`config.mk`:
```
export PLATFORM = sky130hd
export DESIGN_NAME = lzw_code_packer_msb_flat
export DESIGN_NICKNAME = d
export VERILOG_FILES = /design/src/rtl/core/lzwpk_pkg.sv /design/src/rtl/core/lzwpk_code_if.sv /design/src/rtl/core/lzwpk_byte_if.sv /design/src/rtl/core/lzwpk_merge.sv /design/src/rtl/core/lzw_code_packer_msb.sv /design/src/flat_wrapper.sv
export SDC_FILE = /design/constraint.sdc
export NUM_CORES = 1
export LEC_CHECK = 0
export BUFFER_PORTS_ARGS = -buffer_cell sky130_fd_sc_hd__buf_4
export CORE_MARGIN = 8
export CORE_UTILIZATION = 55
export CTS_BUF_LIST = sky130_fd_sc_hd__clkbuf_8
export CTS_CLUSTER_DIAMETER = 50
export DETAILED_ROUTE_END_ITERATION = 7
export PLACE_DENSITY = 0.74
export SLEW_MARGIN = 20
export SYNTH_ARGS = -nofsm -noshare
export SYNTH_HDL_FRONTEND = slang
export SYNTH_SLANG_ARGS = --single-unit
```
`constraint.sdc`:
```
create_clock -name clk -period 4.27 [get_ports clk]
set_input_delay 0.2135 -clock clk [delete_from_list [all_inputs] [get_ports clk]]
set_output_delay 0.2135 -clock clk [all_outputs]
set_load 0.02 [all_outputs]
```
`src/rtl/core/lzwpk_pkg.sv`:
```
// Shared constants and types for the LZW code packer.
package lzwpk_pkg;

  localparam int CODE_W = 16;
  localparam int BYTE_W = 8;
  localparam int WIDTH_W = 5;
  localparam int LEFT_W = 7;
  localparam int LCNT_W = 3;
  localparam int GRP_W = 3;
  localparam int GROUP_SIZE = 8;

  localparam logic [WIDTH_W-1:0] WIDTH_MIN = WIDTH_W'(9);
  localparam logic [WIDTH_W-1:0] WIDTH_MAX = WIDTH_W'(16);
  localparam logic [GRP_W-1:0] GROUP_LAST = GRP_W'(GROUP_SIZE - 1);

  typedef struct packed {
    logic [BYTE_W-1:0] byte0;
    logic [BYTE_W-1:0] byte1;
    logic              two;
    logic              ends_group;
    logic [LEFT_W-1:0] left_bits;
    logic [LCNT_W-1:0] left_cnt;
    logic [GRP_W-1:0]  grp_pos;
  } merge_res_t;

endpackage

```
`src/rtl/core/lzwpk_code_if.sv`:
```
// Code input channel: valid/ready with one LZW code.
interface lzwpk_code_if;
  import lzwpk_pkg::*;
  logic              valid;
  logic              ready;
  logic [CODE_W-1:0] code_value;
  modport source (output valid, output code_value, input ready);
  modport sink (input valid, input code_value, output ready);
endinterface

```
`src/rtl/core/lzwpk_byte_if.sv`:
```
// Byte output channel: valid/ready with one packed byte and flags.
interface lzwpk_byte_if;
  import lzwpk_pkg::*;
  logic              valid;
  logic              ready;
  logic [BYTE_W-1:0] out_byte;
  logic              last_of_code;
  logic              group_end;
  modport source (output valid, output out_byte, output last_of_code, output group_end,
                  input ready);
  modport sink (input valid, input out_byte, input last_of_code, input group_end,
                output ready);
endinterface

```
`src/rtl/core/lzwpk_merge.sv`:
```
// Merges one masked code with the leftover bits and splits off complete bytes.
module lzwpk_merge
  import lzwpk_pkg::*;
(
  input  logic [CODE_W-1:0]  code,
  input  logic [WIDTH_W-1:0] width,
  input  logic [LEFT_W-1:0]  left_bits,
  input  logic [LCNT_W-1:0]  left_cnt,
  input  logic [GRP_W-1:0]   grp_pos,
  output merge_res_t         res
);

  localparam int ACC_W = CODE_W + LEFT_W;

  logic [CODE_W-1:0]  code_m;
  logic [ACC_W-1:0]   acc;
  logic [WIDTH_W-1:0] total;
  logic [WIDTH_W-1:0] sh0;
  logic [WIDTH_W-1:0] rem;
  logic               two;
  logic [LEFT_W-1:0]  rem_bits;

  always_comb begin
    code_m   = code & ~({CODE_W{1'b1}} << width);
    acc      = ({{CODE_W{1'b0}}, left_bits} << width) | {{LEFT_W{1'b0}}, code_m};
    total    = {{(WIDTH_W-LCNT_W){1'b0}}, left_cnt} + width;
    two      = total >= WIDTH_W'(2 * BYTE_W);
    sh0      = total - WIDTH_W'(BYTE_W);
    rem      = two ? (total - WIDTH_W'(2 * BYTE_W)) : sh0;
    rem_bits = acc[LEFT_W-1:0] & ~({LEFT_W{1'b1}} << rem[LCNT_W-1:0]);

    res.byte0      = BYTE_W'(acc >> sh0);
    res.byte1      = BYTE_W'(acc >> rem);
    res.two        = two;
    res.ends_group = grp_pos == GROUP_LAST;
    if (res.ends_group) begin
      res.left_bits = '0;
      res.left_cnt  = '0;
      res.grp_pos   = '0;
    end else begin
      res.left_bits = rem_bits;
      res.left_cnt  = rem[LCNT_W-1:0];
      res.grp_pos   = grp_pos + GRP_W'(1);
    end
  end

endmodule

```
`src/rtl/core/lzw_code_packer_msb.sv`:
```
// Top level of the MSB-first LZW code packer.
//
//   channel    dir  payload                               handshake
//   code_in    in   code_value[15:0]                      valid/ready
//   byte_out   out  out_byte[7:0], last_of_code, group_end valid/ready
//   cfg        in   cfg_wdata[4:0] (code_width, 9..16)     cfg_we, no ready
//
// Each code yields one or two output bytes, taken as the byte channel accepts them.
// First byte appears once the code has passed the input register and the byte buffer.
// Synchronous reset clears width to 9, leftover bits, group position and all valids.
// A stalled byte_out holds the byte buffer; code_in keeps taking one code into the
// input register until it is full.
module lzw_code_packer_msb
  import lzwpk_pkg::*;
(
  input  logic               clk,
  input  logic               rst,
  input  logic               cfg_we,
  input  logic [WIDTH_W-1:0] cfg_wdata,
  lzwpk_code_if.sink         code_in,
  lzwpk_byte_if.source       byte_out
);

  logic [WIDTH_W-1:0] width;
  logic [LEFT_W-1:0]  left_bits;
  logic [LCNT_W-1:0]  left_cnt;
  logic [GRP_W-1:0]   grp_pos;

  logic               a_valid;
  logic [CODE_W-1:0]  a_code;

  logic [1:0]         b_cnt;
  logic [1:0]         b_cnt_next;
  logic [BYTE_W-1:0]  b_byte0;
  logic [BYTE_W-1:0]  b_byte1;
  logic               b_ends;

  merge_res_t         res;
  logic               out_fire;
  logic               b_free;
  logic               load;
  logic               in_fire;

  lzwpk_merge u_merge (
    .code      (a_code),
    .width     (width),
    .left_bits (left_bits),
    .left_cnt  (left_cnt),
    .grp_pos   (grp_pos),
    .res       (res)
  );

  assign out_fire      = byte_out.valid && byte_out.ready;
  assign b_free        = (b_cnt == 2'd0) || ((b_cnt == 2'd1) && out_fire);
  assign load          = a_valid && b_free;
  assign code_in.ready = !a_valid || load;
  assign in_fire       = code_in.valid && code_in.ready;

  assign byte_out.valid        = b_cnt != 2'd0;
  assign byte_out.out_byte     = (b_cnt == 2'd2) ? b_byte0 : b_byte1;
  assign byte_out.last_of_code = b_cnt == 2'd1;
  assign byte_out.group_end    = (b_cnt == 2'd1) && b_ends;

  always_comb begin
    if (load) begin
      b_cnt_next = res.two ? 2'd2 : 2'd1;
    end else if (out_fire) begin
      b_cnt_next = b_cnt - 2'd1;
    end else begin
      b_cnt_next = b_cnt;
    end
  end

  always_ff @(posedge clk) begin
    if (rst) begin
      width     <= WIDTH_MIN;
      left_bits <= '0;
      left_cnt  <= '0;
      grp_pos   <= '0;
      a_valid   <= 1'b0;
      b_cnt     <= 2'd0;
    end else begin
      if (cfg_we && (cfg_wdata inside {[WIDTH_MIN:WIDTH_MAX]})) begin
        width <= cfg_wdata;
      end
      if (load) begin
        left_bits <= res.left_bits;
        left_cnt  <= res.left_cnt;
        grp_pos   <= res.grp_pos;
      end
      if (in_fire) begin
        a_valid <= 1'b1;
      end else if (load) begin
        a_valid <= 1'b0;
      end
      b_cnt <= b_cnt_next;
    end
  end

  always_ff @(posedge clk) begin
    if (in_fire) begin
      a_code <= code_in.code_value;
    end
    if (load) begin
      b_byte0 <= res.byte0;
      b_byte1 <= res.two ? res.byte1 : res.byte0;
      b_ends  <= res.ends_group;
    end
  end

endmodule
```
`src/flat_wrapper.sv`:
```
// flat-port wrapper written by rule: the top's interface ports become plain ports
module lzw_code_packer_msb_flat import lzwpk_pkg::*;
  (clk, rst, cfg_we, cfg_wdata, code_in_valid, code_in_code_value, code_in_ready, byte_out_valid, byte_out_out_byte, byte_out_last_of_code, byte_out_group_end, byte_out_ready);
  lzwpk_code_if code_in_i ();
  lzwpk_byte_if byte_out_i ();
  input  logic clk;
  input  logic rst;
  input  logic cfg_we;
  input  logic [WIDTH_W-1:0] cfg_wdata;
  input wire logic [$bits(code_in_i.valid)-1:0] code_in_valid;
  input wire logic [$bits(code_in_i.code_value)-1:0] code_in_code_value;
  output wire logic [$bits(code_in_i.ready)-1:0] code_in_ready;
  output wire logic [$bits(byte_out_i.valid)-1:0] byte_out_valid;
  output wire logic [$bits(byte_out_i.out_byte)-1:0] byte_out_out_byte;
  output wire logic [$bits(byte_out_i.last_of_code)-1:0] byte_out_last_of_code;
  output wire logic [$bits(byte_out_i.group_end)-1:0] byte_out_group_end;
  input wire logic [$bits(byte_out_i.ready)-1:0] byte_out_ready;
  assign code_in_i.valid = code_in_valid;
  assign code_in_i.code_value = code_in_code_value;
  assign code_in_ready = code_in_i.ready;
  assign byte_out_valid = byte_out_i.valid;
  assign byte_out_out_byte = byte_out_i.out_byte;
  assign byte_out_last_of_code = byte_out_i.last_of_code;
  assign byte_out_group_end = byte_out_i.group_end;
  assign byte_out_i.ready = byte_out_ready;
  lzw_code_packer_msb u_core (.clk(clk), .rst(rst), .cfg_we(cfg_we), .cfg_wdata(cfg_wdata), .code_in(code_in_i), .byte_out(byte_out_i));
endmodule
```
== After elaboration in Yosys (flattened, before gate mapping) ==
Cells that the tools add are included.

* Add/subtract/negate cells: 5
* $lt $le $gt $ge: 3
* Eq/ne operators: 3
* Shift-type cells: 5
* Muxes and demuxes: 9
* Bitwise logic cells: 5
* Reduce and logical (&&, ||, !) cells: 14

{| class="wikitable"
|+ Operators with widths
! kind !! number
|-
| 23-bit by 5-bit >> shifter with 8-bit output || 2
|-
| 23-bit by 16-bit OR with 23-bit output || 1
|-
| 7-bit by 5-bit left shift with 23-bit output || 1
|-
| 16-bit AND || 1
|-
| 8-bit 2-to-1 mux || 2
|-
| 16-bit inverter || 1
|-
| 16-bit by 5-bit left shift with 16-bit output (first input constant) || 1
|-
| 13-bit 2-to-1 mux || 1
|-
| 7-bit AND || 1
|-
| 1-bit logical AND || 7
|-
| 7-bit inverter || 1
|-
| 7-bit by 3-bit left shift with 7-bit output (first input constant) || 1
|-
| 2-bit 2-to-1 mux || 3
|-
| 2-bit nonzero test || 3
|-
| 3-bit by 5-bit adder with 5-bit output || 1
|-
| 5-bit by 4-bit >= comparator with 1-bit output (second input constant) || 1
|-
| 5-bit >= comparator (second input constant) || 1
|-
| 5-bit <= comparator (second input constant) || 1
|-
| 5-bit 2-to-1 mux || 1
|-
| 5-bit by 4-bit subtractor with 5-bit output (second input constant) || 1
|-
| 5-bit subtractor (second input constant) || 1
|-
| 3-bit by 1-bit adder with 3-bit output (second input constant) || 1
|-
| 3-bit == test (second input constant) || 1
|-
| 2-bit by 1-bit == test with 1-bit output (second input constant) || 1
|-
| other kinds (6) || 8
|}

* Flip-flop bits (word level): 54
* Output and inout port bits: 12
* Logic and storage cells: 54

== Depth between registers and ports, before layout ==
Gate-level depths: netlist (run 1).

* Word-level depth: 8
* Mapped depth: 14
* Gate-level depth less buffers: 12

== Hierarchy ==
From an unflattened synthesis (run 1), not the netlist that was laid out.

* Cell total of the unflattened synthesis: 533
* Area, all modules: 4798.4 um2

{| class="wikitable"
|+ By module, submodules not included
! module !! times used !! cells each !! area an instance (um2)
|-
| lzwpk_merge || 1 || 363 || 2615.0
|-
| lzw_code_packer_msb || 1 || 170 || 2183.3
|}

== Worst setup path after synthesis (run 1) ==
OpenSTA, ideal clock, no wires.

* Path kind: reg2reg
* Start: reg u_core.width[1]
* End: reg u_core.b_byte1[2], data pin
* Library setup time: 267 ps
* Arrival time: 2887 ps
* Data required time: 4003 ps
* Setup slack: 1116 ps
* Stages on the path, launching flop included: 14
* Path buffers: 4
* Path through: dfxtp_1 > ha_1 > a21o_1 > a21oi_1 > xnor2_1 > inv_1 > clkbuf_1 > clkbuf_1 > ha_1 > clkbuf_1 > clkbuf_1 > nor2_1 > a22oi_1 > a22oi_1

* Longest elaborated chain between the ends: 6
* Elaborated cells between the ends (all ways): 13
* Those cells by class: add/sub (3); order compare (1); shift (4); mux (2); bitwise (3)

{| class="wikitable"
|+ Ends and longest elaborated chain
! element !! line !! source
|-
| start: declaration || lzw_code_packer_msb.sv:24 || <nowiki>logic [WIDTH_W-1:0] width;</nowiki>
|-
| start signal: assignment || lzw_code_packer_msb.sv:84 || <nowiki>width <= cfg_wdata;</nowiki>
|-
| parallel branches: the longest is 5 deep, another holds 3-bit by 5-bit adder with 5-bit output || - ||
|-
| 8-bit 2-to-1 mux (*) || lzw_code_packer_msb.sv:106 || <nowiki>b_byte1 <= res.two ? res.byte1 : res.byte0;</nowiki>
|-
| end signal: assignment || lzw_code_packer_msb.sv:106 ||
|-
| end: declaration || lzw_code_packer_msb.sv:35 || <nowiki>logic [BYTE_W-1:0] b_byte1;</nowiki>
|}

Every way passes the cells marked *.
A chain may end at the register's enable or synchronous reset.

==> qor_table.md, run 1 <==
| Group | Item | This run |
|:---|:---|:---|
| power | Fraction of power spent switching nets | 39.59% |
| sta | Final Hold Vio Count | 0 |
| sta | Tightest Pin Transition | 942.1 ps |
| global route | Wire length of the first global-routing pass | 22890 µm |
| clock network | Clock Tree Root | clkbuf_8 |
| clock network | Clk sinks | 54 |
| sta | Max-Slew Margin vs Limit | 37.11% |
| sta | Achievable frequency | 281.8 MHz |
| finish | Final layout net count | 613 |
| power | Proportion of power drawn by flip-flops and latches | 38.2% |
| detailed routing | Detailed-routing iteration count for the pre-antenna-repair pass | 5 |
| setup path | Critical path capture point type | register |
| synth | Mean post-synth cell area | 8.198 µm² |
| sta | Min Tclk post-route | 3548 ps |
| sta | Setup_tns | 0 ps |
| power | Switching component of the power | 685.3 µW |
| clock network | Clock latency reported for the late side of the worst-skew pair | 330 ps |
| global route | Via count of the first global-routing pass | 4324 |
| clock network | Longest Clk Path Bufs | 2 |
| floorplanning | Area of the core | 8175 µm² |
| detailed routing | Count of nets left with antenna violations after detail routing | 0 |
| clock network | H-tree lvl count | 2 |
| place | Weighted congestion reported at the end of routability-driven placement | 0.9668 |
| worst hold path | Min-Delay Path Class | primary input to register |
| place | Area of placed instances | 4949 µm² |
| sta | Period utilization | 83.10% |
| finish | Final Core Density | 61.72% |
| synth | Yosys warning total | 0 |
| global route | Antenna violations before repair | 0 |
| setup path | Series of cell instances along the critical path | buf_4, mux2i_1, o32a_1, a31oi_1, o21ai_0, nand3_1, a22oi_1, o221ai_1, a221o_1 |
| floorplanning | Initial Utilization | 56.15% |
| finish | Area growth from synthesis to final layout | 9.921% |
| synth | Number of flops mapped to enable cells by yosys | 33 |
| finish | Commonest non-fill, non-tap cells in the layout | nand2_1, buf_4, nor2_1, a21oi_1, edfxtp_1 |
| floorplanning | Die extent in y | 107.4 µm |
| floorplanning | Top-Level Pins | 38 |
| detailed routing | Via count | 4723 |
| detailed routing | Routed via count divided by cell count | 6.915 |
| sta | Setup WS post-layout | 721.5 ps |
| global route | All-Layer GR Usage | 24.60% |
| synth | Count of cell types in the netlist | 74 |
| flow run | Max Cap Viol | 0 |
| synth | Number of synthesized register bits | 54 |
| clock network | CTS hold repair buffers | 0 |
| synth | Number of cells produced by synthesis | 560 |
| finish | Sequential Area | 1411 µm² |
| floorplanning | Placement row count | 33 |
| detailed routing | Total detailed-routing wirelength | 14470 µm |
| power | Clock group share of total power | 18.5% |
| sta | Setup Skew | 17.72 ps |
| synth | Post-Synthesis Cell Area | 4591 µm² |
| place | Worst setup slack after placement | 856.1 ps |
| setup path | Crit path DAT | 3630 ps |
| detailed routing | WL per Instance | 21.18 µm |
| power | Part of the total power dissipated in combinational logic | 43.2% |
| setup path | Crit-path max cell delay | 680 ps |
| power | Largest voltage drop on the vdd net | 0.0001651 V |
| clock network | Number of resized instances in the post-cts repair step | 0 |
| finish | Layout cell share with drive strength beyond 1 | 15.57% |
| setup path | Family of cells with the greatest summed delay on the critical path | compound AO/OA/AOI/OAI gates |
| power | Leakage power | 1.954 nW |
| setup path | Worst endpoint required time | 4350 ps |
| global route | Largest net degree at the start of global routing | 42 |
| outcome | Outcome | finished clean |
| place | Number of port buffers | 37 |
| sta | RSZ-0062 raised after global routing | false |
| place | Detail Placement HPWL | 10830 µm |
| power | Total power per unit cell area | 343.0 nW/µm² |
| synth | Share of the yosys chip area belonging to registers | 30.74% |
| finish | Most frequent standard cell in the layout excluding fill and tap cells | nand2_1 |
| setup path | Worst-path fanout max | 11 |
| global route | Remaining Overflow, GRT | 0 |
| detailed routing | Residual DRC | 0 |
| setup path | Nature of the critical path startpoint | register |
| floorplanning | Die area | 11530 µm² |
| power | Final total power | 1.731 mW |
| finish | Final design area excluding fillers | 5046 µm² |
| setup path | Total buffers and inverters traversed by the critical path | 1 |
| floorplanning | Die width | 107.4 µm |
| synth | Post-synthesis net count | 596 |
| synth | Most used flip-flop cell after synthesis | edfxtp_1 |
| finish | Fill cell instance count of the final layout | 732 |
| synth | Share of synthesized registers carrying an async set or reset | 0% |
| detailed routing | Number of DRC markers after the initial detailed-route iteration | 448 |
| finish | Footprint of the multi-input gates | 2910 µm² |
| sta | Total setup violations reported at the end of the flow | 0 |
| setup path | Cell type of the slowest stage on the worst timing path | mux2i_1 |
| clock network | Number of buffers created by CTS | 5 |
| sta | Final Slew Violations | 0 |
| setup path | Critical path class | register to register |
| finish | Final antenna diode count | 0 |
| power | Power Internal | 1.046 mW |
| clock network | TritonCTS clock tree | done |
| clock network | Clock edge transition at the registers on the reported setup and hold paths | 120 ps |
| clock network | Post-CTS repair timing setup buffer count | 0 |
[logic make-up (layout without fill, tap and decap cells)]
kind of cell | after synthesis | count (layout) | synth area share (%)
DFF | 54 | 54 | 30.74
adders and majority gates | 10 | 10 | 2.889
and+or+nand+nor | 197 | 197 | 20.91
xor gates and xnor gates | 4 | 4 | 0.7633
AOI/OAI and AO/OA | 193 | 193 | 29.84
buffers and inverters | 65 | 83 | 6.023
muxes | 37 | 37 | 8.831
[sequential cells by signal (all words and copies together), names as in the netlist]
| name | count |
|---|---|
| u_core.a_valid | 1 |
| u_core.left_bits | 7 |
| u_core.b_byte0 | 8 |
| u_core.width | 5 |
| u_core.a_code | 16 |
| u_core.b_ends | 1 |
| u_core.grp_pos | 3 |
| u_core.b_cnt | 2 |
| u_core.left_cnt | 3 |
| u_core.b_byte1 | 8 |
[worst paths after layout]
| kind | from | endpoint | slack (ps) | depth (start not counted) |
|---|---|---|---|---|
| worst max-delay path | u_core.width[1]$_SDFFE_PP0P_ | u_core.b_byte1[6]$_DFFE_PP_ | 720 | 9 |
| worst min-delay path | code_in_code_value[7] | u_core.a_code[7]$_DFFE_PP_ | 50 | 1 |
| worst max register to register | u_core.width[1]$_SDFFE_PP0P_ | u_core.b_byte1[6]$_DFFE_PP_ | 720 | 9 |
| worst min register to register | u_core.grp_pos[1]$_SDFFE_PP0P_ | u_core.grp_pos[1]$_SDFFE_PP0P_ | 480 | 2 |
[metrics by stage]
step                hold WS (ps)  std cells
floorplan                  296.6        560
global placement           391.7        675
detailed placement         393.0        675
CTS                        45.63        683
global route               36.75        683
finish                     45.86        683
[power groups by stage]
stage / combinational, mW / clock, mW / sequential (mW)
floorplan: 0.525 / 0 / 0.662
global placement: 0.726 / 0 / 0.671
detailed placement: 0.732 / 0 / 0.674
CTS: 0.735 / 0.325 / 0.662
global route: 0.809 / 0.344 / 0.668
finish: 0.748 / 0.321 / 0.662
[layout make-up]
cell class	count	share of cell area, %
clock buffer	5	1.364
clock inverter	3	0.5703
inverter	18	1.339
multi-input combinational	441	57.67
sequential	54	27.97
tap	105	2.604
timing repair buffer	57	8.480
[Yosys cell counts (all sizes together) (6+ instances only)]
cell     count  area, µm²
and2         6      37.54
nand3       24      120.1
o211ai       8      60.06
o21ai       31      155.1
nor2        43      161.4
ha           9      112.6
a21o         8      60.06
a2bb2oi      6      52.55
a22oi       12      90.09
a31oi        9      56.30
nand2b       7      43.79
inv         17      63.81
edfxtp      33      991.0
nand2       64      240.2
a32oi       10      87.58
dfxtp       21      420.4
a21oi       33      165.2
mux2        18      202.7
mux2i       18      180.2
o31ai        6      45.04
buf         19      103.9
nor4         7      43.79
o22ai       12      81.33
clkbuf      28      105.1
a221oi       6      52.55
o221ai       8      70.07
nor3        16      80.08
[worst register-to-register path: stages (launching register included)]
cell and delay, ps:
dfxtp_1 600, buf_4 280, mux2i_1 680, o32a_1 270
a31oi_1 150, o21ai_0 410, nand3_1 120, a22oi_1 250
o221ai_1 180, a221o_1 370
[per-layer routing]
layer | vias up | global-route usage (%) | share of wire (%)
met5 | - | 0 | 0
met4 | 0 | 9.019 | 2.7
met3 | 33 | 3.892 | 7.9
met2 | 265 | 41.53 | 49
met1 | 2226 | 30.89 | 41
li1 | 2199 | - | -
No activity file was read; power rests on OpenSTA's default activity.
==> run 2: changes to the inputs <==
- ABC_AREA: default -> 1
- PLACE_DENSITY: 0.74 -> 0.78
- clock period: 4.27 -> 3.2 ns (I/O delays scaled with it)
==> qor_table.md, run 2 <==
| Group | Item | This run | Delta |
|:---|:---|:---|:---|
| place | Number of port buffers | 37 | unchanged |
| synth | Number of cells produced by synthesis | 610 | was 560 |
| detailed routing | Total detailed-routing wirelength | 11960 µm | was 14470 µm |
| clock network | Clk sinks | 54 | unchanged |
| finish | Max reg flops | 16 | unchanged |
| outcome | Outcome | finished clean | unchanged |
| place | Weighted congestion reported at the end of routability-driven placement | 1.027 | was 0.9668 |
| finish | Final layout net count | 679 | was 613 |
| detailed routing | Via count | 4373 | was 4723 |
| sta | Setup Skew | 20.80 ps | was 17.72 ps |
| detailed routing | Detailed-routing iteration count for the pre-antenna-repair pass | 5 | unchanged |
| setup path | Crit path DAT | 3020 ps | was 3630 ps |
| synth | Biggest area consumer among synthesized cells | edfxtp_1 | unchanged |
| sta | Setup_tns | 0 ps | unchanged |
| finish | Sequential Area | 1411 µm² | unchanged |
| floorplanning | Area of the core | 7214 µm² | was 8175 µm² |
| clock network | Longest Clk Path Bufs | 2 | unchanged |
| sta | Period utilization | 88.67% | was 83.10% |
| floorplanning | Die area | 10450 µm² | was 11530 µm² |
| floorplanning | Placement row count | 31 | was 33 |
| worst hold path | Min-Delay Path Class | primary input to register | unchanged |
| global route | Antenna violations before repair | 0 | unchanged |
| place | Detail Placement HPWL | 9553 µm | was 10830 µm |
| synth | Number of flops mapped to enable cells by yosys | 33 | unchanged |
| global route | Wire length of the first global-routing pass | 19910 µm | was 22890 µm |
| synth | Most frequent cell after synthesis | nand2_1 | unchanged |
| setup path | Worst reg-to-reg path cell count | 13 | was 9 |
| synth | Post-Synthesis Cell Area | 4088 µm² | was 4591 µm² |
| worst hold path | Startpoint of the most critical hold path | code_in_code_value[13] | was code_in_code_value[7] |
| finish | Footprint of the multi-input gates | 2399 µm² | was 2910 µm² |
| clock network | Clock latency reported for the late side of the worst-skew pair | 320 ps | was 330 ps |
| detailed routing | Routed via count divided by cell count | 5.886 | was 6.915 |
| clock network | TritonCTS clock tree | done | unchanged |
| finish | Most frequent standard cell in the layout excluding fill and tap cells | nand2_1 | unchanged |
| clock network | Number of buffers created by CTS | 5 | unchanged |
| sta | RSZ-0062 raised after global routing | false | unchanged |
| clock network | Number of resized instances in the post-cts repair step | 0 | unchanged |
| finish | Final antenna diode count | 0 | unchanged |
| synth | Most instantiated cells after synthesis | nand2_1, nand3_1, edfxtp_1, inv_1 | was nand2_1, nor2_1, a21oi_1, edfxtp_1, o21ai_0 |
| power | Total power per unit cell area | 674.0 nW/µm² | was 343.0 nW/µm² |
| global route | Via count of the first global-routing pass | 4145 | was 4324 |
| sta | Total setup violations reported at the end of the flow | 0 | unchanged |
| flow run | Max Cap Viol | 0 | unchanged |
| finish | Area growth from synthesis to final layout | 12.52% | was 9.921% |
| synth | Post-synth top area share | 24.24% | was 21.59% |
| synth | Number of synthesized register bits | 54 | unchanged |
| synth | Yosys warning total | 0 | unchanged |
| synth | Share of the yosys chip area belonging to registers | 34.53% | was 30.74% |
| sta | Final Hold Vio Count | 0 | unchanged |
| finish | Commonest non-fill, non-tap cells in the layout | nand2_1, nand3_1, buf_4, edfxtp_1, inv_1 | was nand2_1, buf_4, nor2_1, a21oi_1, edfxtp_1 |
| finish | Final Core Density | 63.75% | was 61.72% |
| global route | All-Layer GR Usage | 24.11% | was 24.60% |
| floorplanning | Die width | 102.2 µm | was 107.4 µm |
| setup path | Critical register-to-register path startpoint | u_core.width[0]$_SDFFE_PP1P_ | was u_core.width[1]$_SDFFE_PP0P_ |
| clock network | Clock edge transition at the registers on the reported setup and hold paths | 110 ps | was 120 ps |
| detailed routing | Residual DRC | 0 | unchanged |
| sta | Max-Slew Margin vs Limit | 60.04% | was 37.11% |
| global route | Largest net degree at the start of global routing | 28 | was 42 |
| finish | Biggest registers after layout | u_core.a_code: 16 flops, u_core.b_byte0: 8 flops, u_core.b_byte1: 8 flops | unchanged |
| global route | Remaining Overflow, GRT | 0 | unchanged |
| setup path | Worst endpoint required time | 3380 ps | was 4350 ps |
| detailed routing | WL per Instance | 16.10 µm | was 21.18 µm |
| detailed routing | Number of DRC markers after the initial detailed-route iteration | 334 | was 448 |
| synth | Count of cell types in the netlist | 34 | was 74 |
| worst hold path | Hold Crit Depth | 1 | unchanged |
| synth | Most used flip-flop cell after synthesis | edfxtp_1 | unchanged |
| sta | Min Tclk post-route | 2838 ps | was 3548 ps |
| synth | Share of synthesized registers carrying an async set or reset | 0% | unchanged |
| synth | Mean post-synth cell area | 6.701 µm² | was 8.198 µm² |
| synth | Cell types with the largest area share after synthesis | edfxtp_1, nand3_1, nand2_1 | was edfxtp_1, dfxtp_1, nand2_1 |
| setup path | Worst-path fanout max | 11 | unchanged |
| sta | Final Slew Violations | 0 | unchanged |
| sta | Tightest Pin Transition | 598.8 ps | was 942.1 ps |
| floorplanning | Top-Level Pins | 38 | unchanged |
| synth | Post-synthesis net count | 646 | was 596 |
| sta | Achievable frequency | 352.4 MHz | was 281.8 MHz |
| setup path | Critical path class | register to register | unchanged |
| power | Leakage power | 2.147 nW | was 1.954 nW |
| floorplanning | Initial Utilization | 56.66% | was 56.15% |
| setup path | CP startpoint | u_core.width[0]$_SDFFE_PP1P_ | was u_core.width[1]$_SDFFE_PP0P_ |
| power | Largest voltage drop on the vdd net | 0.0002607 V | was 0.0001651 V |
| clock network | H-tree lvl count | 2 | unchanged |
| floorplanning | Die extent in y | 102.2 µm | was 107.4 µm |
| finish | Layout cell share with drive strength beyond 1 | 12.11% | was 15.57% |
| detailed routing | Count of nets left with antenna violations after detail routing | 0 | unchanged |
| clock network | Clock Tree Root | clkbuf_8 | unchanged |
| finish | Fill cell instance count of the final layout | 689 | was 732 |
| setup path | Nature of the critical path startpoint | register | unchanged |
| setup path | Critical path capture point type | register | unchanged |
| finish | Register bank with the most flops | u_core.a_code | unchanged |
run 2: final timing paths:
check | slack, ps | endpoint
max reg2reg | 360 | u_core.b_byte1[3]$_DFFE_PP_
max | 360 | u_core.b_byte1[3]$_DFFE_PP_
min reg2reg | 500 | u_core.grp_pos[0]$_SDFFE_PP0P_
min | 20 | u_core.a_code[13]$_DFFE_PP_
run 2: report_power, final:
group / switching (mW) / internal [mW] / total, mW / leakage (nW)
Sequential: 0.0575 / 0.922 / 0.979 / 0.486
Clock: 0.251 / 0.162 / 0.413 / 0.0491
Combinational: 1.11 / 0.594 / 1.71 / 1.61
run 2: critical path, cell delays in order, from the launching register on:
cell	delay, ps
dfxtp_1	440
ha_1	280
fa_1	410
nand2_1	130
a21oi_4	70
xor2_2	150
buf_4	200
xor2_2	450
inv_4	150
nor2_8	150
nand4_1	90
nand2_1	80
nand2_1	50
nand2_1	60
run 2: kinds of logic after synthesis:
logic type               Yosys count  synth area share (%)
AO/OA/AOI/OAI                     52                 7.102
XOR/XNOR                           4                 1.224
adder cells (fa/ha/maj)           10                 3.245
buffers and inverters             67                 6.795
flip-flops                        54                 34.53
multiplexers                       8                 2.204
AND/OR/NAND/NOR                  415                 44.90
run 2: what timing repair did:
item | 4_1_cts | 5_1_grt
hold buffers | 3 | 2
endpoints found under the hold margin | 3 | 2
buffers inserted | 0 | 0
run 2: cell type report:
type | count | area share, %
Multi-Input combinational cell | 489 | 52.15
Sequential cell | 54 | 30.69
Timing Repair Buffer | 55 | 9.249
Inverter | 38 | 3.156
Tap cell | 99 | 2.693
Clock buffer | 5 | 1.496
Clock inverter | 3 | 0.5713
run 2: metal layers:
layer / global-route usage [%] / vias up / routed length [µm]
li1: - / 2141 / -
met1: 30.39 / 1970 / 5067
met2: 39.48 / 224 / 5528
met3: 3.610 / 38 / 861
met4: 11.40 / 0 / 503
met5: 0 / - / 0
run 2: stage by stage:
step                      worst slack (ps)  hold slack (ps)  power (mW)  std cells  area (µm²)
after floorplan                      364.5            229.1       2.207        610        4088
after global placement               489.0            338.4       2.627        730        4454
after detailed placement             459.1            339.5       2.676        730        4454
after CTS                            389.1            1.181       3.087        741        4579
after global routing                 191.3            12.21       3.357        743        4599
final                                362.4            22.03       3.100        743        4599
==> run 3: changes to the inputs <==
- clock period: 3.2 -> 2.4 ns (I/O delays scaled with it)
==> qor_table.md, run 3 (synthesis gave the netlist of run 2 again) <==
| Group | Item | This run | Delta |
|:---|:---|:---|:---|
| place | Number of port buffers | 37 | unchanged |
| global route | Via count of the first global-routing pass | 4462 | was 4145 |
| detailed routing | Total detailed-routing wirelength | 12840 µm | was 11960 µm |
| detailed routing | Number of DRC markers after the initial detailed-route iteration | 392 | was 334 |
| clock network | Clock edge transition at the registers on the reported setup and hold paths | 110 ps | about the same |
| place | Worst setup slack after placement | 30.31 ps | was 459.1 ps |
| finish | Final design area excluding fillers | 5119 µm² | was 4599 µm² |
| finish | Max reg flops | 16 | unchanged |
| detailed routing | Routed via count divided by cell count | 5.894 | was 5.886 |
| finish | Commonest non-fill, non-tap cells in the layout | nand2_1, nand3_1, buf_4, edfxtp_1, inv_1 | unchanged |
| sta | Setup Skew | 14.18 ps | was 20.80 ps |
| sta | Period utilization | 100.5% | was 88.67% |
| sta | Final Slew Violations | 0 | unchanged |
| finish | Register bank with the most flops | u_core.a_code | unchanged |
| sta | Tightest Pin Transition | 605.2 ps | was 598.8 ps |
| floorplanning | Die extent in y | 102.2 µm | unchanged |
| setup path | Flop-to-flop setup slack | -10 ps | was 360 ps |
| setup path | Critical register-to-register path startpoint | u_core.width[0]$_SDFFE_PP1P_ | unchanged |
| setup path | Critical path class | register to register | unchanged |
| setup path | Critical path capture point type | register | unchanged |
| floorplanning | Top-Level Pins | 38 | unchanged |
| floorplanning | Initial Utilization | 56.66% | unchanged |
| setup path | Worst flop-to-flop path endpoint | u_core.b_byte1[3]$_DFFE_PP_ | unchanged |
| global route | All-Layer GR Usage | 25.69% | was 24.11% |
| detailed routing | WL per Instance | 16.45 µm | was 16.10 µm |
| floorplanning | Die area | 10450 µm² | unchanged |
| setup path | CP startpoint | u_core.width[0]$_SDFFE_PP1P_ | unchanged |
| sta | Min Tclk post-route | 2411 ps | was 2838 ps |
| clock network | Longest Clk Path Bufs | 2 | unchanged |
| place | Detail Placement HPWL | 9847 µm | was 9553 µm |
| clock network | TritonCTS clock tree | done | unchanged |
| detailed routing | Detailed-routing iteration count for the pre-antenna-repair pass | 5 | unchanged |
| place | Weighted congestion reported at the end of routability-driven placement | 1.037 | was 1.027 |
| place | DP Cell Count | 755 | was 730 |
| finish | Layout cell share with drive strength beyond 1 | 20.09% | was 12.11% |
| setup path | Nature of the critical path startpoint | register | unchanged |
| floorplanning | Area of the core | 7214 µm² | unchanged |
| setup path | Worst-path fanout max | 7 | was 11 |
| sta | Max-Slew Margin vs Limit | 59.61% | was 60.04% |
| detailed routing | Via count | 4603 | was 4373 |
| power | Leakage power | 2.350 nW | was 2.147 nW |
| sta | Setup WS post-layout | -11.12 ps | was 362.4 ps |
| sta | Final Hold Vio Count | 0 | unchanged |
| floorplanning | Placement row count | 31 | unchanged |
| clock network | H-tree lvl count | 2 | unchanged |
| sta | Hold slack | 52.14 ps | was 22.03 ps |
| clock network | Clk sinks | 54 | unchanged |
| global route | Wire length of the first global-routing pass | 21470 µm | was 19910 µm |
| power | Total power per unit cell area | 846.0 nW/µm² | was 674.0 nW/µm² |
| sta | Setup_tns | -11.12 ps | was 0 ps |
| clock network | Number of buffers created by CTS | 5 | unchanged |
| detailed routing | Residual DRC | 0 | unchanged |
| finish | Most frequent standard cell in the layout excluding fill and tap cells | nand2_1 | unchanged |
| finish | Area growth from synthesis to final layout | 25.22% | was 12.52% |
| finish | Filler-free cell count of the finished design | 781 | was 743 |
| finish | Final antenna diode count | 0 | unchanged |
| flow run | Max Cap Viol | 0 | unchanged |
| global route | Antenna violations before repair | 0 | unchanged |
| clock network | Clock latency reported for the late side of the worst-skew pair | 320 ps | about the same |
| setup path | CP Capture Point | u_core.b_byte1[3]$_DFFE_PP_ | unchanged |
| worst hold path | Min-Delay Path Class | primary input to register | unchanged |
| finish | Biggest registers after layout | u_core.a_code: 16 flops, u_core.b_byte0: 8 flops, u_core.b_byte1: 8 flops | unchanged |
| global route | Remaining Overflow, GRT | 0 | unchanged |
| outcome | Outcome | finished with violations | was finished clean |
| detailed routing | Count of nets left with antenna violations after detail routing | 0 | unchanged |
| setup path | Worst endpoint required time | 2480 ps | was 3380 ps |
| finish | Final layout net count | 717 | was 679 |
| sta | Total setup violations reported at the end of the flow | 1 | was 0 |
| place | Area of placed instances | 4684 µm² | was 4454 µm² |
| finish | Fill cell instance count of the final layout | 587 | was 689 |
| global route | Largest net degree at the start of global routing | 28 | unchanged |
| setup path | Worst reg-to-reg path cell count | 12 | was 13 |
| power | Largest voltage drop on the vdd net | 0.0003430 V | was 0.0002607 V |
| floorplanning | Die width | 102.2 µm | unchanged |
| sta | Achievable frequency | 414.7 MHz | was 352.4 MHz |
| clock network | Clock Tree Root | clkbuf_8 | unchanged |
| sta | RSZ-0062 raised after global routing | true | was false |
| outcome | Failing checks | setup timing |  |
| setup path | Crit path DAT | 2490 ps | was 3020 ps |
-- run 3: cell count changes in the layout (fill, tap and decap cells not counted), moves of 4 or more --
cell,change
buf_6,+5
nand2_1,-8
buf_4,+19
dfxtp_2,+4
dlygate4sd3_1,+11
nand2_2,+8
nand3_1,-6
nand3_2,+6
dfxtp_1,-4
-- run 3: layer usage --
metal,part of all wire (%),track usage (%),wire [µm],vias up
li1,-,-,-,2220
met1,39,29.73,5011,2080
met2,47,42.78,6090,250
met3,8.2,5.450,1054,53
met4,5.4,15.24,688,0
met5,0,0,0,-
-- run 3: worst min path at each step --
| stage | slack [ps] | depth (start not counted) | endpoint | from |
|---|---|---|---|---|
| 2_1_floorplan | 190 | 1 | u_core.left_bits[1]$_SDFFE_PP0P_ | rst |
| 3_3_place_gp | 300 | 1 | u_core.a_code[13]$_DFFE_PP_ | code_in_code_value[13] |
| 3_5_place_dp | 300 | 1 | u_core.a_code[4]$_DFFE_PP_ | code_in_code_value[4] |
| 4_1_cts | 40 | 2 | u_core.left_bits[0]$_SDFFE_PP0P_ | rst |
| 5_1_grt | 50 | 2 | u_core.left_bits[0]$_SDFFE_PP0P_ | rst |
| 6_report | 50 | 2 | u_core.left_bits[0]$_SDFFE_PP0P_ | rst |
-- run 3: stage by stage --
| step | util [%] | total power, mW |
|---|---|---|
| after floorplan | - | 2.961 |
| after global placement | 64.93 | 3.629 |
| after detailed placement | 64.93 | 3.695 |
| after CTS | 68.56 | 4.242 |
| after global routing | 70.95 | 4.690 |
| final | 70.95 | 4.331 |
-- run 3: timing repair --
action / 4_1_cts / 5_1_grt
cloned: 0 / 1
resized for setup: 1 / 44
hold buffers: 16 / 0
hold endpoints to repair: 16 / 0
endpoints found under the setup margin: 3 / 16
setup buffers: 0 / 1
pin swaps: 1 / 8
-- run 3: layout make-up --
class / count / area [µm²] / area share (%)
clock buffer: 5 / 68.82 / 1.344
tap: 99 / 123.9 / 2.420
timing repair inverter: 1 / 5.005 / 0.09778
multi-input combinational: 489 / 2545 / 49.72
inverter: 38 / 160.2 / 3.129
sequential: 54 / 1416 / 27.67
timing repair buffer: 92 / 774.5 / 15.13
clock inverter: 3 / 25.02 / 0.4889
-- run 3: critical path: stages (launching register included) --
cell and delay (ps):
dfxtp_2 360, ha_4 160, fa_2 400, nand2_2 100, a21oi_4 70, xor2_4 270, ha_4 200, clkinvlp_4 200
buf_4 200, nand3_1 70, nand2_1 50, nand2_1 50, nand2_1 40
-- run 3: power breakdown --
group | switching, mW | internal (mW) | total [mW]
clock network | 0.320 | 0.211 | 0.531
registers | 0.0734 | 1.23 | 1.30
logic | 1.55 | 0.945 | 2.49
